## src/i2c_master_register_transactions_assert.svh

```systemverilog
// Assertion macros shared by the I2C master register transaction block.
`ifndef I2C_MASTER_REGISTER_TRANSACTIONS_ASSERT_SVH
`define I2C_MASTER_REGISTER_TRANSACTIONS_ASSERT_SVH
`ifndef NO_ASSERTIONS
`define I2CM_ASSERT_HOLDS(label, clk, rst_n, expr) \
	label: assert property (@(posedge clk) disable iff (!rst_n) (expr)) \
	else $error("assertion failed");
`define I2CM_ASSERT_IMPLIES(label, clk, rst_n, ante, cons) \
	label: assert property (@(posedge clk) disable iff (!rst_n) (ante) |-> (cons)) \
	else $error("assertion failed");
`else
`define I2CM_ASSERT_HOLDS(label, clk, rst_n, expr)
`define I2CM_ASSERT_IMPLIES(label, clk, rst_n, ante, cons)
`endif
`endif

```

## src/i2cm_pkg.sv

```systemverilog
// Types and constants of the I2C master register transaction block.
package i2cm_pkg;
	localparam int QDepth = 2;
	localparam logic [7:0] RecoverPulses = 8'd9;

	typedef enum logic [1:0] {
		OP_TICK  = 2'd0,
		OP_WRITE = 2'd1,
		OP_READ  = 2'd2
	} opcode_t;

	typedef enum logic [1:0] {
		K_TICK, K_WRITE, K_READ, K_PARAM
	} kind_t;

	typedef enum logic [2:0] {
		ST_OK     = 3'd0,
		ST_PARAM  = 3'd1,
		ST_BUSY   = 3'd2,
		ST_DEVW   = 3'd3,
		ST_REG    = 3'd4,
		ST_DATA   = 3'd5,
		ST_DEVR   = 3'd6
	} status_t;

	typedef enum logic [2:0] {
		STG_DEVW = 3'd0,
		STG_REG  = 3'd1,
		STG_VAL  = 3'd2,
		STG_DEVR = 3'd3,
		STG_READ = 3'd4
	} stage_t;

	typedef enum logic [4:0] {
		PH_IDLE, PH_R_REL, PH_R_LOW, PH_R_HIGH, PH_R_STA, PH_R_STB, PH_R_STC,
		PH_S_A, PH_S_B, PH_S_C, PH_W_DATA, PH_W_HIGH, PH_W_LOW, PH_W_AREL,
		PH_W_AHIGH, PH_W_ALOW, PH_D_HIGH, PH_D_LOW, PH_D_ASET, PH_D_AHIGH,
		PH_D_ALOW, PH_P_A, PH_P_B, PH_P_C
	} phase_t;

	typedef enum logic {
		CFG_PHASE_DELAY   = 1'b0,
		CFG_RECOVER_DELAY = 1'b1
	} cfg_reg_t;

	typedef struct packed {
		kind_t      kind;
		logic [6:0] dev;
		logic [7:0] regaddr;
		logic [7:0] value;
		logic [7:0] count;
		logic       sda;
		logic       scl;
	} entry_t;

	typedef struct packed {
		logic valid;
		logic pop;
	} qctl_t;
endpackage

```

## src/i2cm_front.sv

```systemverilog
// Front end: classifies incoming ticks and queues them for the bus engine.
module i2cm_front (
	input  logic             clk,
	input  logic             arst_n,
	input  logic             in_valid,
	output logic             in_ready,
	input  logic [1:0]       opcode,
	input  logic [6:0]       device_address,
	input  logic [7:0]       register_address,
	input  logic [7:0]       write_value,
	input  logic [7:0]       read_count,
	input  logic             sda_level,
	input  logic             scl_level,
	input  logic             q_pop,
	output logic             q_valid,
	output i2cm_pkg::entry_t q_entry
);
	import i2cm_pkg::*;

	entry_t     mem_q [QDepth];
	logic       wr_ptr_q;
	logic       rd_ptr_q;
	logic [1:0] count_q;
	entry_t     cls;
	logic       push;

	always_comb begin
		cls.dev     = device_address;
		cls.regaddr = register_address;
		cls.value   = write_value;
		cls.count   = read_count;
		cls.sda     = sda_level;
		cls.scl     = scl_level;
		case (opcode)
			OP_WRITE: cls.kind = K_WRITE;
			OP_READ:  cls.kind = (read_count == 8'd0) ? K_PARAM : K_READ;
			default:  cls.kind = K_TICK;
		endcase
	end

	assign in_ready = (count_q != 2'(QDepth));
	assign push     = in_valid && in_ready;
	assign q_valid  = (count_q != 2'd0);
	assign q_entry  = mem_q[rd_ptr_q];

	always_ff @(posedge clk) begin
		if (push) begin
			mem_q[wr_ptr_q] <= cls;
		end
	end

	always_ff @(posedge clk or negedge arst_n) begin
		if (!arst_n) begin
			wr_ptr_q <= 1'b0;
			rd_ptr_q <= 1'b0;
			count_q  <= 2'd0;
		end else begin
			if (push) begin
				wr_ptr_q <= ~wr_ptr_q;
			end
			if (q_pop) begin
				rd_ptr_q <= ~rd_ptr_q;
			end
			count_q <= count_q + 2'(push) - 2'(q_pop);
		end
	end
endmodule

```

## src/i2cm_back.sv

```systemverilog
// Bus engine: runs the I2C phase sequencer one tick per beat and registers results.
`include "i2c_master_register_transactions_assert.svh"
module i2cm_back (
	input  logic             clk,
	input  logic             arst_n,
	input  logic             cfg_we,
	input  logic             cfg_index,
	input  logic [15:0]      cfg_data,
	input  logic             q_valid,
	input  i2cm_pkg::entry_t q_entry,
	output logic             q_pop,
	output logic             out_valid,
	input  logic             out_ready,
	output logic             scl_release,
	output logic             sda_release,
	output logic             read_valid,
	output logic [7:0]       read_byte,
	output logic             read_last,
	output logic             done_res,
	output logic [2:0]       status,
	output logic             busy_res
);
	import i2cm_pkg::*;

	logic [15:0] pdly_q, rdly_q;
	phase_t      phase_q, n_phase;
	logic [3:0]  bit_q, n_bit;
	logic [7:0]  shift_q, n_shift;
	logic [7:0]  left_q, n_left;
	logic [15:0] hold_q, n_hold;
	logic [3:0]  pulse_q, n_pulse;
	logic        rd_op_q, n_rd_op;
	logic [6:0]  dev_q, n_dev;
	logic [7:0]  reg_q, n_reg;
	logic [7:0]  val_q, n_val;
	logic [1:0]  ld_q, n_ld;
	stage_t      stage_q, n_stage;
	status_t     exit_q, n_exit;
	logic        o_rv, o_rl, o_done;
	logic [7:0]  o_rb;
	status_t     o_st;
	logic [7:0]  sh_w;
	logic [3:0]  bc_w;
	logic [3:0]  pc_w;
	logic [7:0]  bl_w;
	logic        sda, scl;

	assign q_pop = q_valid && (!out_valid || out_ready);
	assign sda   = q_entry.sda;
	assign scl   = q_entry.scl;

	always_comb begin
		n_phase = phase_q;  n_bit = bit_q;    n_shift = shift_q; n_left = left_q;
		n_hold  = hold_q;   n_pulse = pulse_q; n_rd_op = rd_op_q; n_dev = dev_q;
		n_reg   = reg_q;    n_val = val_q;    n_ld = ld_q;       n_stage = stage_q;
		n_exit  = exit_q;
		o_rv = 1'b0; o_rb = 8'd0; o_rl = 1'b0; o_done = 1'b0; o_st = ST_OK;
		sh_w = {shift_q[6:0], 1'b0};
		bc_w = bit_q + 4'd1;
		pc_w = pulse_q + 4'd1;
		bl_w = (left_q != 8'd0) ? left_q - 8'd1 : left_q;
		if (phase_q == PH_IDLE) begin
			case (q_entry.kind)
				K_PARAM: begin
					o_done = 1'b1; o_st = ST_PARAM;
				end
				K_WRITE, K_READ: begin
					n_rd_op = (q_entry.kind == K_READ);
					n_dev = q_entry.dev; n_reg = q_entry.regaddr; n_val = q_entry.value;
					n_left = (q_entry.kind == K_READ) ? q_entry.count : 8'd0;
					n_stage = STG_DEVW; n_exit = ST_OK; n_pulse = 4'd0;
					n_ld = 2'b11;
					if (!sda || !scl) begin
						n_phase = PH_R_REL; n_hold = rdly_q;
					end else begin
						n_phase = PH_S_A; n_hold = pdly_q;
					end
				end
				default: ;
			endcase
		end else if (hold_q != 16'd0) begin
			n_hold = hold_q - 16'd1;
		end else begin
			n_hold = pdly_q;
			case (phase_q)
				PH_R_REL: begin
					n_pulse = 4'd0; n_phase = PH_R_LOW; n_ld = 2'b01; n_hold = rdly_q;
				end
				PH_R_LOW: begin
					n_phase = PH_R_HIGH; n_ld = 2'b11; n_hold = rdly_q;
				end
				PH_R_HIGH: begin
					n_pulse = pc_w; n_hold = rdly_q;
					if (sda || ({4'd0, pc_w} >= RecoverPulses)) begin
						n_phase = PH_R_STA; n_ld = 2'b10;
					end else begin
						n_phase = PH_R_LOW; n_ld = 2'b01;
					end
				end
				PH_R_STA: begin
					n_phase = PH_R_STB; n_ld = 2'b10; n_hold = rdly_q;
				end
				PH_R_STB: begin
					n_phase = PH_R_STC; n_ld = 2'b11; n_hold = rdly_q;
				end
				PH_R_STC: begin
					if (sda && scl) begin
						n_phase = PH_S_A; n_ld = 2'b11;
					end else begin
						o_done = 1'b1; o_st = ST_BUSY;
						n_phase = PH_IDLE; n_ld = 2'b11; n_hold = 16'd0;
					end
				end
				PH_S_A: begin
					n_phase = PH_S_B; n_ld = 2'b10;
				end
				PH_S_B: begin
					n_phase = PH_S_C; n_ld = 2'b00;
				end
				PH_S_C: begin
					n_shift = {dev_q, stage_q == STG_DEVR};
					n_bit = 4'd0; n_phase = PH_W_DATA; n_ld = {1'b0, dev_q[6]};
				end
				PH_W_DATA: begin
					n_phase = PH_W_HIGH; n_ld = {1'b1, ld_q[0]};
				end
				PH_W_HIGH: begin
					n_phase = PH_W_LOW; n_ld = {1'b0, ld_q[0]};
				end
				PH_W_LOW: begin
					n_shift = sh_w; n_bit = bc_w;
					if (bc_w < 4'd8) begin
						n_phase = PH_W_DATA; n_ld = {1'b0, sh_w[7]};
					end else begin
						n_phase = PH_W_AREL; n_ld = 2'b01;
					end
				end
				PH_W_AREL: begin
					n_phase = PH_W_AHIGH; n_ld = 2'b11;
				end
				PH_W_AHIGH: begin
					n_exit = sda ? status_t'(3'd3 + stage_q) : ST_OK;
					n_phase = PH_W_ALOW; n_ld = 2'b01;
				end
				PH_W_ALOW: begin
					if (exit_q != ST_OK) begin
						n_phase = PH_P_A; n_ld = 2'b00;
					end else if (stage_q == STG_DEVW) begin
						n_stage = STG_REG; n_shift = reg_q; n_bit = 4'd0;
						n_phase = PH_W_DATA; n_ld = {1'b0, reg_q[7]};
					end else if (stage_q == STG_REG) begin
						if (rd_op_q) begin
							n_stage = STG_DEVR; n_phase = PH_S_A; n_ld = 2'b11;
						end else begin
							n_stage = STG_VAL; n_shift = val_q; n_bit = 4'd0;
							n_phase = PH_W_DATA; n_ld = {1'b0, val_q[7]};
						end
					end else if (stage_q == STG_DEVR) begin
						n_stage = STG_READ; n_shift = 8'd0; n_bit = 4'd0;
						n_phase = PH_D_HIGH; n_ld = 2'b11;
					end else begin
						n_phase = PH_P_A; n_ld = 2'b00;
					end
				end
				PH_D_HIGH: begin
					n_shift = {shift_q[6:0], sda}; n_bit = bc_w;
					if (bc_w >= 4'd8) begin
						o_rv = 1'b1; o_rb = {shift_q[6:0], sda};
						o_rl = (left_q <= 8'd1);
					end
					n_phase = PH_D_LOW; n_ld = 2'b01;
				end
				PH_D_LOW: begin
					if (bit_q < 4'd8) begin
						n_phase = PH_D_HIGH; n_ld = 2'b11;
					end else begin
						n_phase = PH_D_ASET; n_ld = {1'b0, left_q <= 8'd1};
					end
				end
				PH_D_ASET: begin
					n_phase = PH_D_AHIGH; n_ld = {1'b1, ld_q[0]};
				end
				PH_D_AHIGH: begin
					n_phase = PH_D_ALOW; n_ld = {1'b0, ld_q[0]};
				end
				PH_D_ALOW: begin
					n_left = bl_w;
					if (bl_w != 8'd0) begin
						n_shift = 8'd0; n_bit = 4'd0; n_phase = PH_D_HIGH; n_ld = 2'b11;
					end else begin
						n_phase = PH_P_A; n_ld = 2'b00;
					end
				end
				PH_P_A: begin
					n_phase = PH_P_B; n_ld = 2'b10;
				end
				PH_P_B: begin
					n_phase = PH_P_C; n_ld = 2'b11;
				end
				PH_P_C: begin
					o_done = 1'b1; o_st = exit_q;
					n_phase = PH_IDLE; n_ld = 2'b11; n_hold = 16'd0;
				end
				default: begin
					n_phase = PH_IDLE; n_ld = 2'b11; n_hold = 16'd0;
				end
			endcase
		end
	end

	always_ff @(posedge clk or negedge arst_n) begin
		if (!arst_n) begin
			pdly_q <= 16'd4; rdly_q <= 16'd5;
			phase_q <= PH_IDLE; bit_q <= 4'd0; shift_q <= 8'd0; left_q <= 8'd0;
			hold_q <= 16'd0; pulse_q <= 4'd0; rd_op_q <= 1'b0; dev_q <= 7'd0;
			reg_q <= 8'd0; val_q <= 8'd0; ld_q <= 2'b11; stage_q <= STG_DEVW;
			exit_q <= ST_OK; out_valid <= 1'b0;
		end else begin
			if (cfg_we) begin
				case (cfg_reg_t'(cfg_index))
					CFG_PHASE_DELAY:   pdly_q <= cfg_data;
					CFG_RECOVER_DELAY: rdly_q <= cfg_data;
					default: ;
				endcase
			end
			if (q_pop) begin
				phase_q <= n_phase; bit_q <= n_bit; shift_q <= n_shift;
				left_q <= n_left; hold_q <= n_hold; pulse_q <= n_pulse;
				rd_op_q <= n_rd_op; dev_q <= n_dev; reg_q <= n_reg; val_q <= n_val;
				ld_q <= n_ld; stage_q <= n_stage; exit_q <= n_exit;
				out_valid <= 1'b1;
			end else if (out_ready) begin
				out_valid <= 1'b0;
			end
		end
	end

	always_ff @(posedge clk) begin
		if (q_pop) begin
			scl_release <= ld_q[1];
			sda_release <= ld_q[0];
			read_valid  <= o_rv;
			read_byte   <= o_rb;
			read_last   <= o_rl;
			done_res    <= o_done;
			status      <= o_st;
			busy_res    <= (n_phase != PH_IDLE);
		end
	end

	`I2CM_ASSERT_IMPLIES(a_done_idle, clk, arst_n, out_valid && done_res, !busy_res)
	`I2CM_ASSERT_IMPLIES(a_read_busy, clk, arst_n, out_valid && read_valid, busy_res)
	`I2CM_ASSERT_IMPLIES(a_status_done, clk, arst_n, out_valid && status != ST_OK, done_res)
	`I2CM_ASSERT_HOLDS(a_idle_nohold, clk, arst_n, phase_q != PH_IDLE || hold_q == 16'd0)
endmodule

```

## src/i2c_master_register_transactions.sv

```systemverilog
// Top level of the I2C master register transaction block.
// Each input beat is one bus tick: sampled SDA and SCL plus an optional request
// (write one register, or burst-read read_count registers). Each input beat
// yields exactly one output beat with the line drive levels, a received byte
// with its last marker, a done flag with status, and the busy flag.
// A beat may be accepted every cycle; the sustained rate is one beat per cycle
// while the receiver does not stall. An accepted beat passes through the
// two-entry queue behind the classifier, then the engine's output register.
// The phase sequencer advances once per output beat.
// When the receiver stalls, the output register holds its beat, the engine
// freezes, and the queue fills; in_ready drops once both entries are taken.
// Reset clears the queue and sequencer, sets the drive state to released, and
// loads the phase and recovery delay defaults. The user must write the delay
// registers (cfg_we, cfg_index, cfg_data) only while idle; it is not enforced.
module i2c_master_register_transactions (
	input  logic        clk,
	input  logic        arst_n,
	input  logic        cfg_we,
	input  logic        cfg_index,
	input  logic [15:0] cfg_data,
	input  logic        in_valid,
	output logic        in_ready,
	input  logic [1:0]  opcode,
	input  logic [6:0]  device_address,
	input  logic [7:0]  register_address,
	input  logic [7:0]  write_value,
	input  logic [7:0]  read_count,
	input  logic        sda_level,
	input  logic        scl_level,
	output logic        out_valid,
	input  logic        out_ready,
	output logic        scl_release,
	output logic        sda_release,
	output logic        read_valid,
	output logic [7:0]  read_byte,
	output logic        read_last,
	output logic        done_res,
	output logic [2:0]  status,
	output logic        busy_res
);
	import i2cm_pkg::*;

	qctl_t  qctl;
	entry_t q_entry;

	i2cm_front u_front (
		.clk, .arst_n, .in_valid, .in_ready, .opcode, .device_address,
		.register_address, .write_value, .read_count, .sda_level, .scl_level,
		.q_pop(qctl.pop), .q_valid(qctl.valid), .q_entry
	);

	i2cm_back u_back (
		.clk, .arst_n, .cfg_we, .cfg_index, .cfg_data,
		.q_valid(qctl.valid), .q_entry, .q_pop(qctl.pop),
		.out_valid, .out_ready, .scl_release, .sda_release, .read_valid,
		.read_byte, .read_last, .done_res, .status, .busy_res
	);
endmodule

```

## config.mk

```make
export PLATFORM = sky130hd
export DESIGN_NAME = i2c_master_register_transactions
export DESIGN_NICKNAME = d
export VERILOG_FILES = /design/src/i2cm_pkg.sv /design/src/i2cm_front.sv /design/src/i2cm_back.sv /design/src/i2c_master_register_transactions.sv
export VERILOG_INCLUDE_DIRS = /design/src /design/src/src
export SDC_FILE = /design/constraint.sdc
export NUM_CORES = 1
export LEC_CHECK = 0
export BUFFER_PORTS_ARGS = -buffer_cell sky130_fd_sc_hd__buf_2
export CORE_ASPECT_RATIO = 2
export CORE_UTILIZATION = 55
export DETAILED_ROUTE_END_ITERATION = 10
export GPL_ROUTABILITY_DRIVEN = 0
export HOLD_SLACK_MARGIN = 0.08
export PLACE_DENSITY = 0.87
export SLEW_MARGIN = 20
export SYNTH_ARGS = -nofsm -noshare
export SYNTH_HDL_FRONTEND = slang
export SYNTH_SLANG_ARGS = --single-unit
```

## constraint.sdc

```tcl
create_clock -name clk -period 3.4 [get_ports clk]
set_input_delay 0.34 -clock clk [delete_from_list [all_inputs] [get_ports clk]]
set_output_delay 0.34 -clock clk [all_outputs]
set_load 0.05 [all_outputs]
```

==> run summary, run 1 <==
outcome - complete, no violations
drt pass-1 iters - 9
Initial Util - 0.566
slowest CP cell - or4b_4
top_reg_cell synth - dfrtp_1
Worst Skew - 0.00812 ns
Tmin final - 3.04 ns
crit-path cells - inv_1 > ha_1 > or4b_4 > nand4b_4 > nor3_1 > o211ai_1 > nor2_2 > mux2_2
register area share after synthesis - 0.554
drt total wl - 24200 µm
min-delay worst type - in2reg
async set-reset flop share out of synthesis - 0.565
Syn. warnings - 0
post-route ant nets - 0
startpoint types - register
Post-synth EDFFs - 87
PortBufs - 75
VDD IR max - 0.423 mV
Die Ht - 191 µm
dpl hpwl - 17100 µm
chip width - 96.5 µm
CTS tree - yes
Max Freq - 0.329 GHz
largest net degree at the start of global routing - 60
die area - 18400 µm²
Yosys reg bits - 200
final core utilization - 0.645
CP Capture Type - register
Mean Syn Cell Area - 11.2 µm²
core area - 17400 µm²
gr usage total - 0.284
Reg area - 5450 µm²
Fin. Hold Viols - 0
Total Power - 7.46 mW
number of global-route vias before repair - 7754
fin. max-slew vios - 0
PwrDens - 667 nW/µm²
detailed-route DRC error count - 0
RSZ-0062 raised after global routing - false
vias per std cell - 6.38
# setup viols final - 0
first-pass GRT wire length - 38600 µm
fin nets - 1037
clk root buf - clkbuf_16
Post-Syn Area - 9830 µm²
Clk pin slew, worst setup/hold paths - 0.07 ns
initial antenna violation count - 1
MaxCap Viol Count - 0
Final WS setup - 0.361 ns
Max-slew headroom - 0.410
Synth Instances - 875
CP Class - reg2reg
row count - 68
Overflow after GRT - 0
clock latency on the worst-skew pair - 0.44 ns
Worst Path Required - 3.72 ns
layout cells sized above 1 - 0.210
TritonCTS buffer count - 17
Vias - 7577
Largest stage delay, worst path - 0.52 ns
CTS H-tree depth - 4
Leak - 4.61 nW
WP data arrival - 3.36 ns
setup_tns - 0 ns
critical path fanouts, max - 8
Place WS - 0.470 ns
final period utilization - 0.894
Synth cell types - 65
CTS sink count - 200
average wire per standard cell - 20.4 µm
area delta synth->final - 13.9%
multi-input logic area - 4140 µm²
post-synth net total - 949
I/O Pins - 76
clk buf depth - 2
fill count - 1353
drt first-iter violations - 768
Least-Margin Pin Slew - 0.885 ns
==> cell usage after synthesis, types with 6 or more instances <==
cell type / number / area (µm²)
dfrtp_1: 108 / 2700
edfxtp_1: 87 / 2610
nor2b_1: 11 / 68.8
nand4_1: 7 / 43.8
mux2_2: 46 / 518
o211ai_1: 15 / 113
ha_1: 17 / 213
clkbuf_1: 36 / 135
xnor2_1: 8 / 70.1
a22oi_1: 28 / 210
nand2b_1: 12 / 75.1
nor2_1: 70 / 263
o31ai_1: 6 / 45.0
nor3_1: 22 / 110
o21ai_0: 56 / 280
a31oi_1: 14 / 87.6
o22ai_1: 9 / 56.3
or3_1: 7 / 43.8
nand2_1: 62 / 233
nor4_1: 7 / 43.8
mux2i_1: 40 / 400
inv_1: 25 / 93.8
a21oi_1: 55 / 275
a22o_1: 12 / 105
and2_1: 10 / 62.6
nand3_1: 14 / 70.1
==> repair_timing <==
action	CTS	global route
gates resized for setup	0	0
setup buffers	0	0
hold endpoints to repair	60	0
hold buffers	4	0
==> path summary, 6_finish.rpt <==
check / slack (ns) / depth (start not counted) / from / to
worst max-delay path: 0.36 / 8 / u_back.hold_q[0] / u_back.shift_q[2]
worst min-delay path: 0.09 / 1 / register_address[7] / u_front.mem_q[0][25]
worst max register to register: 0.36 / 8 / u_back.hold_q[0] / u_back.shift_q[2]
worst min register to register: 0.50 / 2 / u_front.count_q[0] / u_back.out_valid
max in group asynchronous: 2.13 / 3 / arst_n / u_back.ld_q[1]
min in group asynchronous: 0.48 / 2 / arst_n / u_back.out_valid
==> logic make-up (layout without fill, tap and decap cells) <==
kind of cell / count (synthesis) / after routing / synth area share
AO/OA/AOI/OAI: 233 / 233 / 0.155
AND/OR/NAND/NOR: 256 / 256 / 0.134
XOR/XNOR: 13 / 13 / 0.0116
adder cells (fa/ha/maj): 17 / 17 / 0.0216
buffers and inverters: 67 / 168 / 0.0256
other: 0 / 1 / 0
flip-flops: 200 / 200 / 0.554
multiplexers: 89 / 89 / 0.0981
==> flip-flops by register name, indices dropped and copies added, names as in the netlist, 2 cells and up <==
| signal | count |
|---|---|
| u_back.val_q | 8 |
| u_back.status | 3 |
| u_back.read_byte | 8 |
| u_front.count_q | 2 |
| u_back.left_q | 8 |
| u_back.hold_q | 16 |
| u_back.pulse_q | 4 |
| u_back.reg_q | 8 |
| u_back.rdly_q | 16 |
| u_back.ld_q | 2 |
| u_back.phase_q | 5 |
| u_back.stage_q | 3 |
| u_back.bit_q | 4 |
| u_back.shift_q | 7 |
| u_back.pdly_q | 16 |
| u_back.dev_q | 7 |
| u_back.exit_q | 3 |
| u_front.mem_q | 70 |
==> critical path: cells and delay by family (launching register included) <==
family,cells,cell delay (ns)
muxes,1,0.39
adders and majority gates,1,0.21
AOI/OAI and AO/OA,1,0.31
buffers and inverters,1,0.10
and+or+nand+nor,4,1.49
DFF,1,0.42
==> layer usage <==
layer	vias to the layer above	track usage	wire length [µm]
li1	3457	-	-
met1	3620	0.286	8160
met2	357	0.493	13000
met3	143	0.0537	1220
met4	0	0.226	1910
met5	-	0	0
==> where the power goes <==
part | leakage (nW) | internal, mW | switching, mW
sequential | 2.26 | 3.08 | 0.312
combinational | 2.06 | 0.726 | 1.37
clock | 0.289 | 1.05 | 0.931
==> through the flow <==
step / cells / hold slack, ns / instance area [µm²]
after floorplan: 875 / 0.0444 / 9830
after detailed placement: 1150 / 0.427 / 10600
after global routing: 1187 / 0.0823 / 11200
after CTS: 1186 / 0.0804 / 11200
final: 1187 / 0.0908 / 11200
after global placement: 1150 / 0.415 / 10600
==> layout by cell type, fill, tap and decap left out, types with 6 or more instances in the layout <==
| cell type | n |
|---|---|
| o22ai_1 | 9 |
| a21oi_1 | 55 |
| nand2b_1 | 12 |
| edfxtp_1 | 87 |
| xnor2_1 | 8 |
| o21ai_0 | 56 |
| mux2_2 | 46 |
| nor2_1 | 68 |
| nor3_1 | 22 |
| a31oi_1 | 14 |
| inv_1 | 26 |
| nor2b_1 | 11 |
| dfrtp_1 | 107 |
| nor4_1 | 7 |
| nand4_1 | 7 |
| mux2i_1 | 40 |
| buf_4 | 31 |
| a22oi_1 | 28 |
| clkbuf_16 | 19 |
| ha_1 | 17 |
| o31ai_1 | 6 |
| a22o_1 | 12 |
| buf_2 | 74 |
| nand2_1 | 62 |
| o211ai_1 | 15 |
| and2_1 | 10 |
| or3_1 | 7 |
| nand3_1 | 14 |
==> cell type report <==
cell class              instances  area share
flip-flops and latches        200       0.487
clock inverters                12     0.00883
diodes                          1    0.000224
repair buffers                110      0.0593
multi-input cells             608       0.370
inverters                      26     0.00872
clock buffers                  20      0.0428
well taps                     210      0.0235
Note: power is estimated with default switching activity, not from simulation.
==> run 2, diff against run 1 <==
--- a/config.mk
+++ b/config.mk
@@ -13,6 +13,7 @@
 export GPL_ROUTABILITY_DRIVEN = 0
 export HOLD_SLACK_MARGIN = 0.08
 export PLACE_DENSITY = 0.87
+export REMOVE_ABC_BUFFERS = 1
 export SLEW_MARGIN = 20
 export SYNTH_ARGS = -nofsm -noshare
 export SYNTH_HDL_FRONTEND = slang
==> run summary, run 2 (synthesis results as in run 1) <==
outcome - complete, no violations
clock latency on the worst-skew pair - 0.45 ns
Max-slew headroom - 0.242
internal reg-to-reg setup slack - 0.27 ns
Gate power share - 0.278
Cell Int Power - 4.84 mW
WP data arrival - 3.46 ns
Largest register FFs - 70
clk root buf - clkbuf_16
CTS sink count - 200
capture point of the worst reg-to-reg path - u_back.shift_q[4]
vias per std cell - 6.47
critical path fanouts, max - 8
area delta synth->final - 15.3%
fin. max-slew vios - 0
drt total wl - 24800 µm
RSZ-0062 raised after global routing - false
PwrDens - 660 nW/µm²
CP Capture Type - register
startpoint types - register
TritonCTS buffer count - 17
die area - 18400 µm²
Antenna Diode Count - 0
final period utilization - 0.919
Place WS - 0.317 ns
Max Freq - 0.320 GHz
post-route ant nets - 0
min-delay worst type - in2reg
Worst Skew - 0.0178 ns
cells resized by post-CTS repair - 0
clk buf depth - 2
Initial Util - 0.566
CTS tree - yes
CP Launch Point - u_back.hold_q[0]
gr usage total - 0.285
Sequential Power Share - 0.456
Leak - 4.66 nW
# setup viols final - 0
final instance area - 11300 µm²
detailed-route DRC error count - 0
Least-Margin Pin Slew - 1.13 ns
most flop-heavy register - u_front.mem_q
PortBufs - 75
Clk pin slew, worst setup/hold paths - 0.08 ns
average wire per standard cell - 20.7 µm
CP Class - reg2reg
row count - 68
Worst Path Required - 3.73 ns
most frequent cells in the layout - dfrtp_1 (107), edfxtp_1 (87), buf_2 (74)
final core utilization - 0.653
MaxCap Viol Count - 0
number of global-route vias before repair - 7845
first-pass GRT wire length - 39200 µm
FF-to-FF Start - u_back.hold_q[0]
Overflow after GRT - 0
placed instance area - 10600 µm²
CTS H-tree depth - 4
initial antenna violation count - 0
chip width - 96.5 µm
VDD IR max - 0.363 mV
crit path to - u_back.shift_q[4]
drt pass-1 iters - 5
drt first-iter violations - 795
core area - 17400 µm²
Die Ht - 191 µm
layout cells sized above 1 - 0.209
I/O Pins - 76
most common cell after layout, fill and taps aside - dfrtp_1
Fin. Hold Viols - 0
dpl hpwl - 17000 µm
Vias - 7747
fill count - 1302
Tmin final - 3.13 ns
fin nets - 1049
Final WS setup - 0.275 ns
Hold WS - 0.0952 ns
Switching Fraction - 0.353
largest net degree at the start of global routing - 59
switching power - 2.64 mW
Register-to-Register Path Depth - 8
Clock power frac - 0.266
Total Power - 7.48 mW
run 2: cell type report:
class	instances	area [µm²]	area share
sequential	200	5450	0.481
multi-input combinational	608	4140	0.366
timing repair buffer	122	786	0.0694
clock buffer	19	464	0.0410
tap	210	263	0.0232
clock inverter	13	126	0.0112
inverter	26	97.6	0.00861
run 2: power by group through the flow:
stage | sequential [mW] | combinational (mW) | clock [mW]
detailed placement | 3.44 | 2.03 | 0
CTS | 3.40 | 2.06 | 2.01
global placement | 3.41 | 1.96 | 0
global route | 3.45 | 2.26 | 2.10
floorplan | 3.64 | 1.16 | 0
finish | 3.41 | 2.08 | 1.99
run 2: per-stage QoR:
step	instances	TNS, ns
2_1_floorplan	834	-41.35
3_3_place_gp	1149	0
3_5_place_dp	1149	0
4_1_cts	1198	0
5_1_grt	1198	0
6_report	1198	0
run 2: how the worst min path moves through the flow:
stage                                   start              endpoint  slack, ns  cells past startpoint
after global placement                 arst_n      u_back.left_q[0]       0.43                      1
after floorplan                        arst_n       u_back.bit_q[0]       0.04                      0
final                          write_value[3]  u_front.mem_q[0][13]        0.1                      1
after global routing      register_address[3]  u_front.mem_q[0][21]       0.08                      1
after CTS                      write_value[6]  u_front.mem_q[0][16]       0.08                      1
after detailed placement               arst_n      u_back.left_q[1]       0.45                      1
run 2: worst max-delay path: stages, from the launching register on:
cell and delay (ns):
dfrtp_1 0.41, inv_1 0.09, ha_1 0.20, or4b_4 0.51
nand4b_4 0.24, nor3_1 0.47, o211ai_1 0.32, nor2_2 0.38
mux2_2 0.38
run 2: per-layer routing:
metal | GRT usage | part of all wire
met5 | 0 | 0
met4 | 0.188 | 0.056
met3 | 0.0656 | 0.063
met2 | 0.488 | 0.53
met1 | 0.303 | 0.35
run 2: what timing repair did:
action / 4_1_cts / 5_1_grt
hold endpoints to repair: 87 / 0
setup buffers: 0 / 0
hold buffers: 17 / 0
